<file path="src/rtl/chs_pkg.sv">
// ---------------------------------------------------------------------------
// chs_pkg
// shared types and constants of the cardinal hermite spline table
// ---------------------------------------------------------------------------
package chs_pkg;

  localparam int MAX_POINTS_DEF = 256;
  localparam int FRAC_BITS_DEF  = 16;

  localparam int KIND_W  = 4;
  localparam int IDX_W   = 8;
  localparam int DAT_W   = 32;
  localparam int PT_W    = 24;
  localparam int TEN_W   = 19;
  localparam int TOT_W   = 9;
  localparam int ERR_W   = 2;
  localparam int S_DATA_W = 232;
  localparam int M_DATA_W = 144;

  typedef enum logic [KIND_W-1:0] {
    OP_APPEND    = 4'd0,
    OP_INSERT    = 4'd1,
    OP_REMOVE    = 4'd2,
    OP_CLEAR     = 4'd3,
    OP_SET_POINT = 4'd4,
    OP_SET_POS   = 4'd5,
    OP_SET_VEL   = 4'd6,
    OP_CARDINAL  = 4'd7,
    OP_READ      = 4'd8,
    OP_EVAL_CUM  = 4'd9,
    OP_EVAL_NORM = 4'd10,
    OP_NONE      = 4'd15
  } op_e;

  typedef enum logic [ERR_W-1:0] {
    ERR_OK    = 2'd0,
    ERR_RANGE = 2'd1,
    ERR_FULL  = 2'd2
  } err_e;

  typedef struct packed {
    op_e                     op;
    logic [IDX_W-1:0]        idx;
    logic signed [DAT_W-1:0] px;
    logic signed [DAT_W-1:0] py;
    logic signed [DAT_W-1:0] vx;
    logic signed [DAT_W-1:0] vy;
    logic signed [DAT_W-1:0] evx;
    logic signed [DAT_W-1:0] evy;
    logic                    hv;
    logic [PT_W-1:0]         pt;
  } item_t;

endpackage

</file>
<file path="src/rtl/chs_front.sv">
// ---------------------------------------------------------------------------
// chs_front
// accepts input items, decodes the kind and queues them for the engine
// ---------------------------------------------------------------------------
module chs_front (
  input  logic                                 clk_i,
  input  logic                                 rst_ni,
  input  logic                                 s_tvalid_i,
  output logic                                 s_tready_o,
  input  logic [chs_pkg::S_DATA_W-1:0]         s_tdata_i,
  input  logic [chs_pkg::KIND_W-1:0]           s_tuser_i,
  output logic                                 item_valid_o,
  output chs_pkg::item_t                       item_o,
  input  logic                                 item_pop_i
);

  chs_pkg::item_t q_mem [2];
  chs_pkg::item_t in_item;
  logic           wr_ptr_q, wr_ptr_d;
  logic           rd_ptr_q, rd_ptr_d;
  logic [1:0]     cnt_q, cnt_d;
  logic           push, pop;

  always_comb begin
    case (s_tuser_i)
      4'd0, 4'd1, 4'd2, 4'd3, 4'd4, 4'd5, 4'd6, 4'd7, 4'd8, 4'd9, 4'd10: begin
        in_item.op = chs_pkg::op_e'(s_tuser_i);
      end
      default: begin
        in_item.op = chs_pkg::OP_NONE;
      end
    endcase
    in_item.idx = s_tdata_i[7:0];
    in_item.px  = s_tdata_i[39:8];
    in_item.py  = s_tdata_i[71:40];
    in_item.vx  = s_tdata_i[103:72];
    in_item.vy  = s_tdata_i[135:104];
    in_item.evx = s_tdata_i[167:136];
    in_item.evy = s_tdata_i[199:168];
    in_item.hv  = s_tdata_i[200];
    in_item.pt  = s_tdata_i[224:201];
  end

  assign s_tready_o   = (cnt_q != 2'd2);
  assign push         = s_tvalid_i & s_tready_o;
  assign item_valid_o = (cnt_q != 2'd0);
  assign pop          = item_pop_i & item_valid_o;
  assign item_o       = q_mem[rd_ptr_q];

  always_comb begin
    wr_ptr_d = wr_ptr_q ^ push;
    rd_ptr_d = rd_ptr_q ^ pop;
    cnt_d    = cnt_q + {1'b0, push} - {1'b0, pop};
  end

  always_ff @(posedge clk_i or negedge rst_ni) begin
    if (!rst_ni) begin
      wr_ptr_q <= 1'b0;
      rd_ptr_q <= 1'b0;
      cnt_q    <= 2'd0;
    end else begin
      wr_ptr_q <= wr_ptr_d;
      rd_ptr_q <= rd_ptr_d;
      cnt_q    <= cnt_d;
    end
  end

  always_ff @(posedge clk_i) begin
    if (push) begin
      q_mem[wr_ptr_q] <= in_item;
    end
  end

endmodule

</file>
<file path="config.mk">
export PLATFORM = sky130hd
export DESIGN_NAME = chs_front
export DESIGN_NICKNAME = d
export VERILOG_FILES = /design/src/rtl/chs_pkg.sv /design/src/rtl/chs_front.sv
export SDC_FILE = /design/constraint.sdc
export NUM_CORES = 1
export LEC_CHECK = 0
export BUFFER_PORTS_ARGS = -buffer_cell sky130_fd_sc_hd__buf_2
export CELL_PAD_IN_SITES_DETAIL_PLACEMENT = 0
export CELL_PAD_IN_SITES_GLOBAL_PLACEMENT = 1
export CORE_UTILIZATION = 35
export CTS_CLUSTER_DIAMETER = 150
export DETAILED_ROUTE_END_ITERATION = 7
export PLACE_DENSITY_LB_ADDON = 0.3
export SYNTH_ARGS = -nofsm -noshare
export SYNTH_HDL_FRONTEND = slang
export SYNTH_SLANG_ARGS = --single-unit
</file>
<file path="constraint.sdc">
create_clock -name clk_i -period 8.7 [get_ports clk_i]
set_clock_uncertainty 0.05 [all_clocks]
set_input_delay 0.435 -clock clk_i [delete_from_list [all_inputs] [get_ports clk_i]]
set_output_delay 0.435 -clock clk_i [all_outputs]
set_load 0.02 [all_outputs]
</file>
==> flow_results.xml <==
<?xml version="1.0" encoding="UTF-8"?>
<metrics>
  <group name="clocking">
    <metric name="clockRootBuffer" unit="">clkbuf_16</metric>
    <metric name="cts_tree" unit="">yes</metric>
    <metric name="tritoncts_num_sinks" unit="">462</metric>
    <metric name="number_of_post_cts_setup_repair_buffers" unit="">0</metric>
    <metric name="cts_max_path_buffers" unit="">3</metric>
    <metric name="clk_latency" unit="ps">560</metric>
    <metric name="numCtsBuffers" unit="">49</metric>
    <metric name="cts_htree_levels" unit="">2</metric>
    <metric name="path_clk_slew" unit="ps">60</metric>
  </group>
  <group name="sta">
    <metric name="timing.final.setup_violations" unit="">0</metric>
    <metric name="timing.final.hold_violations" unit="">0</metric>
    <metric name="worst_slew_margin_relative_to_its_limit" unit="%">26.7</metric>
    <metric name="final.min_clock_period" unit="ps">3700</metric>
    <metric name="achievable-frequency" unit="MHz">270</metric>
    <metric name="rsz0062_at_grt" unit="">no</metric>
    <metric name="post-route-worst-setup-slack" unit="ps">5000</metric>
    <metric name="worstMarginPinSlew" unit="ps">1100</metric>
    <metric name="share_of_the_cycle_needed_by_the_critical_path_after_routing" unit="%">42.5</metric>
    <metric name="final_max_slew_viol_count" unit="">0</metric>
    <metric name="final.setup.tns" unit="ps">0</metric>
  </group>
  <group name="placed_design">
    <metric name="dp_slack" unit="ps">5100</metric>
    <metric name="port_buffers" unit="">463</metric>
    <metric name="detailedPlacementHpwl" unit="µm">23600</metric>
    <metric name="dp_cells" unit="">1852</metric>
    <metric name="gp_routability_congestion" unit="">0.713</metric>
  </group>
  <group name="synth">
    <metric name="netlist_instances" unit="">736</metric>
    <metric name="ys_ff_latch" unit="">462</metric>
    <metric name="syn-cell-area" unit="µm²">17800</metric>
    <metric name="synth_sequential_area_ratio" unit="%">77.9</metric>
    <metric name="post_synth_num_cell_types" unit="">19</metric>
    <metric name="synthesis.nets" unit="">980</metric>
    <metric name="ys_warn_count" unit="">0</metric>
    <metric name="syn-mean-instance-area" unit="µm²">24.2</metric>
  </group>
  <group name="routing">
    <metric name="detail-route-antenna-nets" unit="">0</metric>
    <metric name="met3_wirelength" unit="µm">3010</metric>
    <metric name="vias" unit="">9301</metric>
    <metric name="post_drt_wl_per_cell" unit="µm">17.1</metric>
    <metric name="vias_per_cell" unit="">4.30</metric>
    <metric name="top_layer_used" unit="">met5</metric>
    <metric name="routedLengthMet1" unit="µm">14500</metric>
    <metric name="routed_wirelength" unit="µm">37100</metric>
    <metric name="remaining_drc_errors" unit="">0</metric>
    <metric name="route.met2.wl" unit="µm">19000</metric>
    <metric name="pre_antenna_drt_iters" unit="">4</metric>
    <metric name="drc_marker_count_from_the_first_detailed_route_iteration" unit="">343</metric>
  </group>
  <group name="grt">
    <metric name="via_count_of_the_first_global_routing_pass" unit="">9807</metric>
    <metric name="grt-ovfl-total" unit="">0</metric>
    <metric name="gr_usage_total" unit="%">13.8</metric>
    <metric name="largest_net_degree_at_the_start_of_global_routing" unit="">128</metric>
    <metric name="antenna_found_initial" unit="">4</metric>
    <metric name="grt_first_pass_wirelength" unit="µm">54200</metric>
  </group>
  <group name="pwr">
    <metric name="clkPwrFrac" unit="%">24.4</metric>
    <metric name="p_sw" unit="mW">2.56</metric>
    <metric name="power_per_cell_area" unit="nW/µm²">329</metric>
    <metric name="p_leak" unit="nW">9.65</metric>
    <metric name="power_frac_seq" unit="%">40.3</metric>
    <metric name="power.combinational.fraction" unit="%">35.4</metric>
    <metric name="peakVddDrop" unit="µV">249</metric>
    <metric name="switching_share" unit="%">32.0</metric>
    <metric name="internal_portion_of_total_power" unit="mW">5.45</metric>
  </group>
  <group name="final_layout">
    <metric name="drive_above_1_share" unit="%">51.5</metric>
    <metric name="fin_cells" unit="">2165</metric>
    <metric name="layout.nets" unit="">1698</metric>
    <metric name="nFillCells" unit="">4302</metric>
    <metric name="areaGrowthSynthToFinish" unit="%">36.6</metric>
  </group>
  <group name="worst_setup_path">
    <metric name="crit_path_end_kind" unit="">primary output</metric>
    <metric name="path_max_fanout" unit="">54</metric>
    <metric name="launching_element_type_of_the_critical_path" unit="">flip-flop</metric>
    <metric name="path_class" unit="">reg -&gt; out</metric>
    <metric name="critical_path_required" unit="ps">8220</metric>
    <metric name="arrival" unit="ps">3210</metric>
  </group>
  <group name="die">
    <metric name="ios" unit="">471</metric>
    <metric name="die_h" unit="µm">227</metric>
    <metric name="full_die_area" unit="µm²">51700</metric>
    <metric name="start_util" unit="%">35.5</metric>
    <metric name="die-width" unit="µm">227</metric>
    <metric name="core-area" unit="µm²">50200</metric>
    <metric name="floorplan.rows" unit="">82</metric>
  </group>
  <group name="worst_hold_path">
    <metric name="worstHoldPathType" unit="">in -&gt; reg</metric>
  </group>
  <group name="job">
    <metric name="cap_violations" unit="">0</metric>
  </group>
  <group name="outcome">
    <metric name="outcome" unit="">complete, no violations</metric>
  </group>
</metrics>
worst paths after layout:
check                      cells after the start  slack [ps]            end            from
max                                            3        5000    item_o[175]        rd_ptr_q
min                                            1          40  q_mem[1][107]  s_tdata_i[122]
max reg2reg                                    5        5180   q_mem[1][85]        cnt_q[1]
min reg2reg                                    1         490       cnt_q[1]        cnt_q[1]
max in group asynchronous                      2        8250       rd_ptr_q          rst_ni
min in group asynchronous                      2         210       rd_ptr_q          rst_ni
per-layer routing:
layer / GRT usage [%] / vias to the layer above
met1: 15.7 / 4585
met2: 24.0 / 289
li1: - / 4376
met4: 3.79 / 2
met5: 0 / -
met3: 5.24 / 49
power groups by stage:
stage | Combinational (mW) | Sequential [mW] | Clock [mW]
floorplan | 2.21 | 3.30 | 0
global placement | 2.80 | 3.25 | 0
detailed placement | 2.80 | 3.28 | 0
CTS | 2.89 | 3.23 | 2.02
global route | 3.02 | 3.27 | 2.09
finish | 2.83 | 3.22 | 1.95
registers in the layout, summed over array words and instances, names as in the netlist:
register and cells:
cnt_q 2, wr_ptr_q 1, q_mem 458, rd_ptr_q 1
repair_timing:
| item | CTS | global route |
|---|---|---|
| resized for setup | 0 | 0 |
| endpoints found under the hold margin | 448 | 0 |
| hold buffers | 223 | 0 |
placed cells by master, fill, tap and decap left out, types with 3 or more instances in the layout:
cell / Yosys / final
mux2_4: 200 / 200
bufinv_16: 0 / 4
dlygate4sd3_1: 0 / 223
buf_2: 3 / 463
mux2_2: 29 / 29
clkbuf_16: 0 / 49
clkinv_2: 0 / 8
diode_2: 0 / 3
buf_4: 0 / 7
inv_1: 3 / 3
clkbuf_1: 1 / 10
dfrtp_1: 4 / 3
clkinv_1: 0 / 14
edfxtp_1: 458 / 458
critical path, cell delays in order (launching register included):
cell and delay (ps):
dfrtp_4 1100, buf_4 920, mux2_4 360, buf_2 170
cell usage after synthesis:
cell type    n  area share [%]
nand2b_1     1           0.035
a31o_2       1           0.049
and2_1       1           0.035
or2_2        1           0.035
buf_12      22             2.5
dfrtp_1      4            0.56
nand2_1      1           0.021
mux2_4     200              17
edfxtp_1   458              77
clkbuf_1     1           0.021
buf_2        3           0.084
xor2_1       1           0.049
xnor2_1      2           0.098
a21o_1       2           0.084
buf_6        1           0.063
ha_1         4            0.28
inv_1        3           0.063
o21a_1       1           0.042
mux2_2      29             1.8
logic make-up after synthesis:
family          synth area share [%]
fa+ha+maj                      0.281
xor+xnor                       0.148
mux                             18.7
compound gates                 0.176
simple gates                   0.127
flops                           77.9
buf+inv                         2.71
final cells by class:
type / instances / area [µm²] / share of cell area [%]
sequential: 462 / 13900 / 57.0
timing repair buffer: 694 / 4620 / 19.0
multi-input combinational: 244 / 3480 / 14.3
clock buffer: 59 / 1260 / 5.20
tap: 672 / 841 / 3.46
clock inverter: 28 / 228 / 0.937
inverter: 3 / 11.3 / 0.0463
antenna: 3 / 7.51 / 0.0309
stage by stage:
stage	hold WS, ps	instance area, µm²	power (mW)	utilization [%]
after detailed placement	205	20600	6.07	41.0
final	40.3	24300	8.01	48.5
after global placement	199	20600	6.05	41.0
after floorplan	89.4	17800	5.52	-
after CTS	0.977	24300	8.13	48.4
after global routing	3.07	24300	8.39	48.5
No activity file was read; power rests on OpenSTA's default activity.
